`config.mk`:
```
export PLATFORM = sky130hd
export DESIGN_NAME = spectral_fir_filter_core
export DESIGN_NICKNAME = d
export VERILOG_FILES = /design/src/sv/spfir_pkg.sv /design/src/sv/spfir_apb_regs.sv /design/src/sv/spectral_fir_filter_core.sv
export SDC_FILE = /design/constraint.sdc
export NUM_CORES = 2
export LEC_CHECK = 0
export ABC_AREA = 0
export BUFFER_PORTS_ARGS = -buffer_cell sky130_fd_sc_hd__buf_4
export CAP_MARGIN = 20
export CORE_UTILIZATION = 58
export CTS_CLUSTER_SIZE = 24
export DETAILED_ROUTE_END_ITERATION = 8
export PLACE_DENSITY = 0.72
export SKIP_CTS_REPAIR_TIMING = 1
export SYNTH_ARGS = -nofsm -noshare
export SYNTH_HDL_FRONTEND = slang
export SYNTH_HIERARCHICAL = 1
export SYNTH_SLANG_ARGS = --single-unit
```
`constraint.sdc`:
```
create_clock -name clk -period 10.8 [get_ports clk]
set_clock_uncertainty 0.1 [all_clocks]
set_input_delay 0.54 -clock clk [delete_from_list [all_inputs] [get_ports clk]]
set_output_delay 0.54 -clock clk [all_outputs]
set_load 0.01 [all_outputs]
```
`src/sv/spfir_pkg.sv`:
```
package spfir_pkg;

    localparam int ORDER_W   = 5;
    localparam int LEN_W     = 11;
    localparam int SLOT_W    = 5;
    localparam int COEF_W    = 24;
    localparam int SAMPLE_W  = 32;
    localparam int IDX_W     = 10;
    localparam int ACC_W     = 64;
    localparam int FRAC_W    = 19;
    localparam int PROD_W    = COEF_W + SAMPLE_W;

    localparam int IN_DATA_W  = 64;
    localparam int OUT_DATA_W = 48;

    localparam int APB_ADDR_W = 4;
    localparam int APB_DATA_W = 32;

    localparam logic [LEN_W-1:0] LEN_RESET = 11'd1024;

    localparam logic FUNC_LOAD   = 1'b0;
    localparam logic FUNC_FILTER = 1'b1;

    typedef enum logic [1:0] {
        REG_ORDER  = 2'd0,
        REG_LENGTH = 2'd1,
        REG_DIR    = 2'd2
    } reg_idx_t;

    typedef enum logic [1:0] {
        ST_IDLE,
        ST_MAC,
        ST_DRAIN,
        ST_FINISH
    } state_t;

    typedef struct packed {
        logic [ORDER_W-1:0] filter_order;
        logic [LEN_W-1:0]   window_length;
        logic               direction;
    } cfg_t;

endpackage

```
`src/sv/spfir_apb_regs.sv`:
```
module spfir_apb_regs
(
    input  logic                                clk,
    input  logic                                rst_n,
    input  logic                                psel,
    input  logic                                penable,
    input  logic                                pwrite,
    input  logic [spfir_pkg::APB_ADDR_W-1:0]    paddr,
    input  logic [spfir_pkg::APB_DATA_W-1:0]    pwdata,
    output logic [spfir_pkg::APB_DATA_W-1:0]    prdata,
    output logic                                pready,
    output spfir_pkg::cfg_t                     cfg
);

    spfir_pkg::cfg_t  cfg_reg;
    spfir_pkg::cfg_t  cfg_next;
    spfir_pkg::reg_idx_t sel_idx;
    logic             wr_en;

    assign pready  = 1'b1;
    assign wr_en   = psel && penable && pwrite;
    assign sel_idx = spfir_pkg::reg_idx_t'(paddr[3:2]);

    always_comb
    begin
        cfg_next = cfg_reg;
        if (wr_en)
        begin
            unique case (sel_idx)
                spfir_pkg::REG_ORDER:
                    cfg_next.filter_order = pwdata[spfir_pkg::ORDER_W-1:0];
                spfir_pkg::REG_LENGTH:
                    cfg_next.window_length = pwdata[spfir_pkg::LEN_W-1:0];
                spfir_pkg::REG_DIR:
                    cfg_next.direction = pwdata[0];
                default:
                    cfg_next = cfg_reg;
            endcase
        end
    end

    always_comb
    begin
        unique case (sel_idx)
            spfir_pkg::REG_ORDER:
                prdata = spfir_pkg::APB_DATA_W'(cfg_reg.filter_order);
            spfir_pkg::REG_LENGTH:
                prdata = spfir_pkg::APB_DATA_W'(cfg_reg.window_length);
            spfir_pkg::REG_DIR:
                prdata = spfir_pkg::APB_DATA_W'(cfg_reg.direction);
            default:
                prdata = '0;
        endcase
    end

    always_ff @(posedge clk or negedge rst_n)
    begin
        if (!rst_n)
        begin
            cfg_reg.filter_order  <= '0;
            cfg_reg.window_length <= spfir_pkg::LEN_RESET;
            cfg_reg.direction     <= 1'b0;
        end
        else
        begin
            cfg_reg <= cfg_next;
        end
    end

    assign cfg = cfg_reg;

endmodule

```
`src/sv/spectral_fir_filter_core.sv`:
```
// a sample request is accepted only in idle; the core then walks the taps with its single
// multiply-accumulate over the tap and history memories, drains the product pipeline and
// registers the result, and takes no new request until it is through; loads are taken in idle
// reset (rst_n, async, active low): order 0, window length 1024, upward direction,
// line counter and history fill count zero; the tap memory holds nothing until loaded
module spectral_fir_filter_core
#(
    parameter int MAX_ORDER = 20,
    parameter int MAX_LINES = 1024
)
(
    input  logic                                clk,
    input  logic                                rst_n,
    // apb configuration
    input  logic                                psel,
    input  logic                                penable,
    input  logic                                pwrite,
    input  logic [spfir_pkg::APB_ADDR_W-1:0]    paddr,
    input  logic [spfir_pkg::APB_DATA_W-1:0]    pwdata,
    output logic [spfir_pkg::APB_DATA_W-1:0]    prdata,
    output logic                                pready,
    // input requests
    input  logic                                s_axis_tvalid,
    output logic                                s_axis_tready,
    // [4:0] coef_slot, [28:5] coef_value, [60:29] sample, [63:61] zero
    input  logic [spfir_pkg::IN_DATA_W-1:0]     s_axis_tdata,
    // [0] func
    input  logic                                s_axis_tuser,
    // results
    output logic                                m_axis_tvalid,
    input  logic                                m_axis_tready,
    // [31:0] filtered, [41:32] line_index, [47:42] zero
    output logic [spfir_pkg::OUT_DATA_W-1:0]    m_axis_tdata,
    output logic                                m_axis_tlast
);

    localparam int AW = (MAX_ORDER > 1) ? $clog2(MAX_ORDER) : 1;
    localparam int OW = $clog2(MAX_ORDER + 1);
    localparam int CW = $clog2(MAX_LINES);

    spfir_pkg::cfg_t    cfg;
    spfir_pkg::state_t  state_reg;
    spfir_pkg::state_t  state_next;

    logic signed [spfir_pkg::COEF_W-1:0]    tap_mem [MAX_ORDER];
    logic signed [spfir_pkg::SAMPLE_W-1:0]  hist_mem [MAX_ORDER];

    logic [spfir_pkg::SLOT_W-1:0]           in_slot;
    logic signed [spfir_pkg::COEF_W-1:0]    in_coef;
    logic signed [spfir_pkg::SAMPLE_W-1:0]  in_sample;
    logic                                   in_fire;
    logic                                   tap_we;
    logic [AW-1:0]                          tap_waddr;

    logic [OW-1:0]                          order_eff;
    logic [CW:0]                            len_eff;
    logic [31:0]                            hist_back;
    logic [AW-1:0]                          hist_raddr;
    logic                                   issue;
    logic                                   fin_fire;
    logic                                   hist_ok;

    logic [OW-1:0]                          j_reg;
    logic [OW-1:0]                          j_next;
    logic [AW-1:0]                          wp_reg;
    logic [AW-1:0]                          wp_next;
    logic [CW-1:0]                          line_cnt_reg;
    logic [CW-1:0]                          line_cnt_next;
    logic                                   rd_vld_reg;
    logic                                   prod_vld_reg;
    logic                                   ok_reg;
    logic                                   out_vld_reg;
    logic                                   out_vld_next;

    logic signed [spfir_pkg::SAMPLE_W-1:0]  sample_reg;
    logic signed [spfir_pkg::COEF_W-1:0]    tap_rd_reg;
    logic signed [spfir_pkg::SAMPLE_W-1:0]  hist_rd_reg;
    logic signed [spfir_pkg::SAMPLE_W-1:0]  hist_masked;
    logic signed [spfir_pkg::PROD_W-1:0]    prod_reg;
    logic signed [spfir_pkg::ACC_W-1:0]     acc_reg;
    logic signed [spfir_pkg::ACC_W-1:0]     acc_next;
    logic signed [spfir_pkg::ACC_W-1:0]     acc_rnd;
    logic signed [spfir_pkg::ACC_W-1:0]     y_full;
    logic signed [spfir_pkg::SAMPLE_W-1:0]  y_sat;
    logic                                   is_last;
    logic [spfir_pkg::IDX_W-1:0]            idx;

    logic signed [spfir_pkg::SAMPLE_W-1:0]  out_y_reg;
    logic [spfir_pkg::IDX_W-1:0]            out_idx_reg;
    logic                                   out_last_reg;

    spfir_apb_regs u_regs
    (
        .clk     (clk),
        .rst_n   (rst_n),
        .psel    (psel),
        .penable (penable),
        .pwrite  (pwrite),
        .paddr   (paddr),
        .pwdata  (pwdata),
        .prdata  (prdata),
        .pready  (pready),
        .cfg     (cfg)
    );

    assign in_slot   = s_axis_tdata[4:0];
    assign in_coef   = s_axis_tdata[28:5];
    assign in_sample = s_axis_tdata[60:29];

    // effective order and window length after clamping
    assign order_eff = (32'(cfg.filter_order) > 32'(MAX_ORDER)) ? OW'(MAX_ORDER)
                                                                  : OW'(cfg.filter_order);
    always_comb
    begin
        if (cfg.window_length == '0)
            len_eff = (CW+1)'(1);
        else if (32'(cfg.window_length) > 32'(MAX_LINES))
            len_eff = (CW+1)'(MAX_LINES);
        else
            len_eff = (CW+1)'(cfg.window_length);
    end

    // next state
    always_comb
    begin
        state_next = state_reg;
        unique case (state_reg)
            spfir_pkg::ST_IDLE:
                if (s_axis_tvalid && s_axis_tuser == spfir_pkg::FUNC_FILTER)
                    state_next = spfir_pkg::ST_MAC;
            spfir_pkg::ST_MAC:
                if (j_reg >= order_eff)
                    state_next = spfir_pkg::ST_DRAIN;
            spfir_pkg::ST_DRAIN:
                if (!rd_vld_reg && !prod_vld_reg)
                    state_next = spfir_pkg::ST_FINISH;
            spfir_pkg::ST_FINISH:
                if (!out_vld_reg || m_axis_tready)
                    state_next = spfir_pkg::ST_IDLE;
            default:
                state_next = spfir_pkg::ST_IDLE;
        endcase
    end

    // control outputs of the sequencer
    always_comb
    begin
        s_axis_tready = 1'b0;
        issue         = 1'b0;
        fin_fire      = 1'b0;
        unique case (state_reg)
            spfir_pkg::ST_IDLE:   s_axis_tready = 1'b1;
            spfir_pkg::ST_MAC:    issue = (j_reg < order_eff);
            spfir_pkg::ST_DRAIN:  issue = 1'b0;
            spfir_pkg::ST_FINISH: fin_fire = !out_vld_reg || m_axis_tready;
            default:              s_axis_tready = 1'b0;
        endcase
    end

    assign in_fire   = s_axis_tvalid && s_axis_tready;
    assign tap_we    = in_fire && s_axis_tuser == spfir_pkg::FUNC_LOAD
                       && in_slot != '0 && 32'(in_slot) <= 32'(MAX_ORDER);
    assign tap_waddr = AW'(in_slot - 5'd1);

    // history is a ring: delay j+1 sits at wp - 1 - j, folded back once into range
    assign hist_back  = 32'(wp_reg) + 32'(MAX_ORDER) - 32'd1 - 32'(j_reg);
    assign hist_raddr = (hist_back >= 32'(MAX_ORDER)) ? AW'(hist_back - 32'(MAX_ORDER))
                                                      : AW'(hist_back);
    // only the samples already seen in this window count as history
    assign hist_ok    = 32'(j_reg) < 32'(line_cnt_reg);

    always_ff @(posedge clk)
    begin
        if (tap_we)
            tap_mem[tap_waddr] <= in_coef;
        if (issue)
            tap_rd_reg <= tap_mem[j_reg[AW-1:0]];
    end

    always_ff @(posedge clk)
    begin
        if (fin_fire && !is_last)
            hist_mem[wp_reg] <= sample_reg;
        if (issue)
            hist_rd_reg <= hist_mem[hist_raddr];
    end

    assign hist_masked = ok_reg ? hist_rd_reg : '0;

    always_comb
    begin
        acc_next = acc_reg;
        if (in_fire && s_axis_tuser == spfir_pkg::FUNC_FILTER)
            acc_next = {{(spfir_pkg::ACC_W-spfir_pkg::SAMPLE_W-spfir_pkg::FRAC_W)
                         {in_sample[spfir_pkg::SAMPLE_W-1]}},
                        in_sample, {spfir_pkg::FRAC_W{1'b0}}};
        else if (prod_vld_reg)
            acc_next = acc_reg + spfir_pkg::ACC_W'(prod_reg);
    end

    always_ff @(posedge clk)
    begin
        if (in_fire)
            sample_reg <= in_sample;
        ok_reg   <= hist_ok;
        prod_reg <= tap_rd_reg * hist_masked;
        acc_reg  <= acc_next;
    end

    // round half up, then saturate
    assign acc_rnd = acc_reg + 64'sd262144;
    assign y_full  = acc_rnd >>> spfir_pkg::FRAC_W;
    always_comb
    begin
        if (y_full > 64'sd2147483647)
            y_sat = 32'sh7fffffff;
        else if (y_full < -64'sd2147483648)
            y_sat = 32'sh80000000;
        else
            y_sat = y_full[spfir_pkg::SAMPLE_W-1:0];
    end

    assign is_last = 32'(line_cnt_reg) >= 32'(len_eff) - 32'd1;
    always_comb
    begin
        if (!cfg.direction)
            idx = spfir_pkg::IDX_W'(line_cnt_reg);
        else if (is_last)
            idx = '0;
        else
            idx = spfir_pkg::IDX_W'(32'(len_eff) - 32'd1 - 32'(line_cnt_reg));
    end

    always_comb
    begin
        j_next        = j_reg;
        wp_next       = wp_reg;
        line_cnt_next = line_cnt_reg;
        if (in_fire)
            j_next = '0;
        else if (issue)
            j_next = j_reg + OW'(1);
        if (fin_fire)
        begin
            if (is_last)
            begin
                line_cnt_next = '0;
            end
            else
            begin
                line_cnt_next = line_cnt_reg + CW'(1);
                wp_next = (32'(wp_reg) == 32'(MAX_ORDER) - 32'd1) ? '0 : wp_reg + AW'(1);
            end
        end
    end

    always_comb
    begin
        out_vld_next = out_vld_reg;
        if (fin_fire)
            out_vld_next = 1'b1;
        else if (m_axis_tready)
            out_vld_next = 1'b0;
    end

    always_ff @(posedge clk)
    begin
        if (fin_fire)
        begin
            out_y_reg    <= y_sat;
            out_idx_reg  <= idx;
            out_last_reg <= is_last;
        end
    end

    always_ff @(posedge clk or negedge rst_n)
    begin
        if (!rst_n)
        begin
            state_reg    <= spfir_pkg::ST_IDLE;
            j_reg        <= '0;
            wp_reg       <= '0;
            line_cnt_reg <= '0;
            rd_vld_reg   <= 1'b0;
            prod_vld_reg <= 1'b0;
            out_vld_reg  <= 1'b0;
        end
        else
        begin
            state_reg    <= state_next;
            j_reg        <= j_next;
            wp_reg       <= wp_next;
            line_cnt_reg <= line_cnt_next;
            rd_vld_reg   <= issue;
            prod_vld_reg <= rd_vld_reg;
            out_vld_reg  <= out_vld_next;
        end
    end

    assign m_axis_tvalid = out_vld_reg;
    assign m_axis_tdata  = {{(spfir_pkg::OUT_DATA_W-spfir_pkg::IDX_W-spfir_pkg::SAMPLE_W){1'b0}},
                            out_idx_reg, out_y_reg};
    assign m_axis_tlast  = out_last_reg;

    a_tap_walk_bounded: assert property (@(posedge clk) disable iff (!rst_n)
        (state_reg == spfir_pkg::ST_MAC) |-> (j_reg <= order_eff))
        else $error("tap walk ran past the filter order");

    a_finish_pipe_empty: assert property (@(posedge clk) disable iff (!rst_n)
        (state_reg == spfir_pkg::ST_FINISH) |-> (!rd_vld_reg && !prod_vld_reg))
        else $error("result taken while products still in flight");

    a_finish_gives_result: assert property (@(posedge clk) disable iff (!rst_n)
        fin_fire |=> m_axis_tvalid)
        else $error("finished sample did not produce a result");

    a_filter_starts_mac: assert property (@(posedge clk) disable iff (!rst_n)
        (in_fire && s_axis_tuser == spfir_pkg::FUNC_FILTER) |=>
            (state_reg == spfir_pkg::ST_MAC && j_reg == '0))
        else $error("filter request did not start the tap walk");

endmodule

```
==> impl_metrics.csv <==
group,metric,value,unit
setup_path,start_kind,"register",
placement,place_congestion,0.933,
timing,hold_viol_final,0,
setup_path,critical_path_class,"register to register",
synth,synth_top_area_cell,"edfxtp_1",
route,post_drt_wl_per_cell,25.6,um
setup_path,endpoint_kind,"register",
floorplan,io_pins,192,
floorplan,core_area,148000,um^2
route,antenna_left,0,
synth,synth_commonest_cells,"edfxtp_1 (1296), inv_1 (862), fa_1 (786)",
flow_run,cap_violations,0,
placement,place_area,89500,um^2
timing,slew_headroom,29.0,%
route,totalWireLength,220000,um
synth,syn_inst,6413,
synth,netlist_area,86400,um^2
route,via_per_inst,6.15,
global_routing,antenna_found_initial,11,
route,via_count,52900,
synth,synth_seq_area_share,48.0,%
route,drt-initial-drc-count,5848,
floorplan,fp.dieH,388,um
synth,ys_ff_latch,1414,
placement,dpl.hpwl,144000,um
setup_path,cp.required,11.38,ns
setup_path,cp_max_fo,74,
timing,rsz0062_at_grt,"false",
timing,period_minus_slack,9.24,ns
route,first_pass_iters,6,
synth,synth-edff-count,1296,
clock_tree,cts.sinks,1414,
synth,synth_most_common_cell,"edfxtp_1",
clock_tree,cts_made_buffers,144,
timing,drv_slew,0,
min_path,hold_class,"input pin to register",
layout,design_area,94900,um^2
layout,nNetsFinal,7700,
timing,fin_ws,1.56,ns
synth,yosysTopAreaCellShare,45.0,%
timing,tightest_slew,1.07,ns
synth,yosysWarningCount,6,
synth,synth.avg_cell_area,13.5,um^2
floorplan,dieArea,151000,um^2
clock_tree,cts_root_buf,"clkbuf_16",
layout,layout-drive-gt1-share,13.7,%
global_routing,grt_overflow_total,0,
floorplan,start_util,58.5,%
global_routing,grt_pass1_vias,54900,
synth,synth.top_cells.by_area,"edfxtp_1 (45%), fa_1 (18%), mux4_2 (7.9%)",
timing,setup_viol,0,
clock_tree,cts-htree-levels,4,
synth,synth_top_flop_cell,"edfxtp_1",
layout,area_growth,9.83,%
floorplan,std_cell_rows,141,
timing,finalCritPeriodShare,85.6,%
clock_tree,clk_pin_slew_worst_paths,0.07,ns
clock_tree,cts_tree,"done",
synth,async_flop_share,2.97,%
setup_path,arrival,9.82,ns
route,drcViolationCount,0,
clock_tree,clk_path_buf_depth,3,
synth,synth_cell_types,103,
status,status,"finished, final reports clean",
global_routing,grt_max_degree,122,
timing,fmax,108,MHz
placement,portBuffers,137,
floorplan,fp.dieW,388,um
layout,largest_reg_flops,640,
clock_tree,worstSkewPairLatency,0.82,ns
timing,tns,0,ns
global_routing,grt_use_total,29.9,%
placement,place_ws,1.86,ns
global_routing,grt_pass1_wl,333000,um
metrics by stage:
stage	std cells	hold slack (ns)	util, %
2_1_floorplan	6438	0.144	-
3_3_place_gp	8260	0.258	60.6
3_5_place_dp	8260	0.278	60.6
4_1_cts	8519	-0.362	63.7
5_1_grt	8590	0.112	64.2
6_report	8599	0.118	64.2
critical path, cell delays in order (launching register included):
cell and delay [ns]:
dfxtp_4 0.82, buf_4 0.55, and2_1 0.82, nand2_1 0.18, fa_1 0.61, fa_1 0.46, fa_1 0.47, fa_1 0.55
inv_1 0.06, fa_1 0.49, fa_1 0.50, inv_1 0.05, fa_1 0.57, inv_1 0.08, ha_1 0.35, a21o_1 0.20
a221oi_1 0.45, o21ai_0 0.23, inv_1 0.09, nand2_1 0.07, o21ai_2 0.37, a211oi_1 0.21, o21ai_1 0.30, mux2i_1 0.13
a2111oi_2 0.33
path summary, 6_finish.rpt:
| kind | from | to | slack [ns] | cells after the start |
|---|---|---|---|---|
| min reg2reg | rd_vld_reg$_DFF_PN0_ | prod_vld_reg$_DFF_PN0_ | 0.29 | 0 |
| max reg2reg | ok_reg$_DFF_P_ | prod_reg[54]$_DFF_P_ | 1.56 | 24 |
| min | paddr[3] | u_regs/cfg[16]$_DFFE_PN0P_ | 0.12 | 3 |
| min in group asynchronous | rst_n | line_cnt_reg[7]$_DFFE_PN0P_ | 0.21 | 2 |
| max | ok_reg$_DFF_P_ | prod_reg[54]$_DFF_P_ | 1.56 | 24 |
| max in group asynchronous | rst_n | j_reg[1]$_DFFE_PN0P_ | 9.88 | 2 |
cell type report:
cell class,instances,area [um^2]
tap,1930,2410
inverter,866,3250
clock inverter,70,883
sequential,1414,41500
multi-input combinational,3795,40400
fill,10500,52900
antenna,11,27.5
clock buffer,189,3810
timing repair buffer,324,2630
logic make-up (layout without fill, tap and decap cells):
group,count (synthesis),count (layout),synth area share (%)
other,3,39,0.0130
buffers and inverters,1229,1449,5.54
AOI/OAI and AO/OA,590,590,4.46
DFF,1414,1414,48.0
muxes,420,420,9.34
adders and majority gates,1047,1047,22.0
xor gates and xnor gates,170,170,1.73
and+or+nand+nor,1540,1540,8.92
metal layers:
metal,wire length [um],part of all wire (%),vias to the layer above,global-route usage [%]
met4,12300,5.6,10,15.3
met5,54,0.025,-,0
li1,-,-,22600,-
met2,104000,47,2670,47.1
met1,83000,38,27100,39.4
met3,20800,9.5,550,6.51
cells in the final DEF, fill, tap and decap left out, types with 41 or more instances in the layout:
master / instances
edfxtp_1: 1296
inv_1: 861
fa_1: 785
nand2_1: 628
and3_1: 389
mux4_2: 304
ha_1: 260
buf_4: 253
clkbuf_16: 145
a21oi_1: 138
o21ai_0: 129
nor2_1: 129
xnor2_1: 102
nand3_1: 89
dfxtp_1: 75
dlygate4sd3_1: 69
xor2_1: 67
a21o_1: 66
mux2i_1: 59
mux2_2: 49
clkbuf_1: 42
and2_1: 41
nor2b_1: 41
o21ai_1: 41
Power is not shown: default switching activity piles up to over one toggle a cycle in this logic, so the estimate is an artifact.
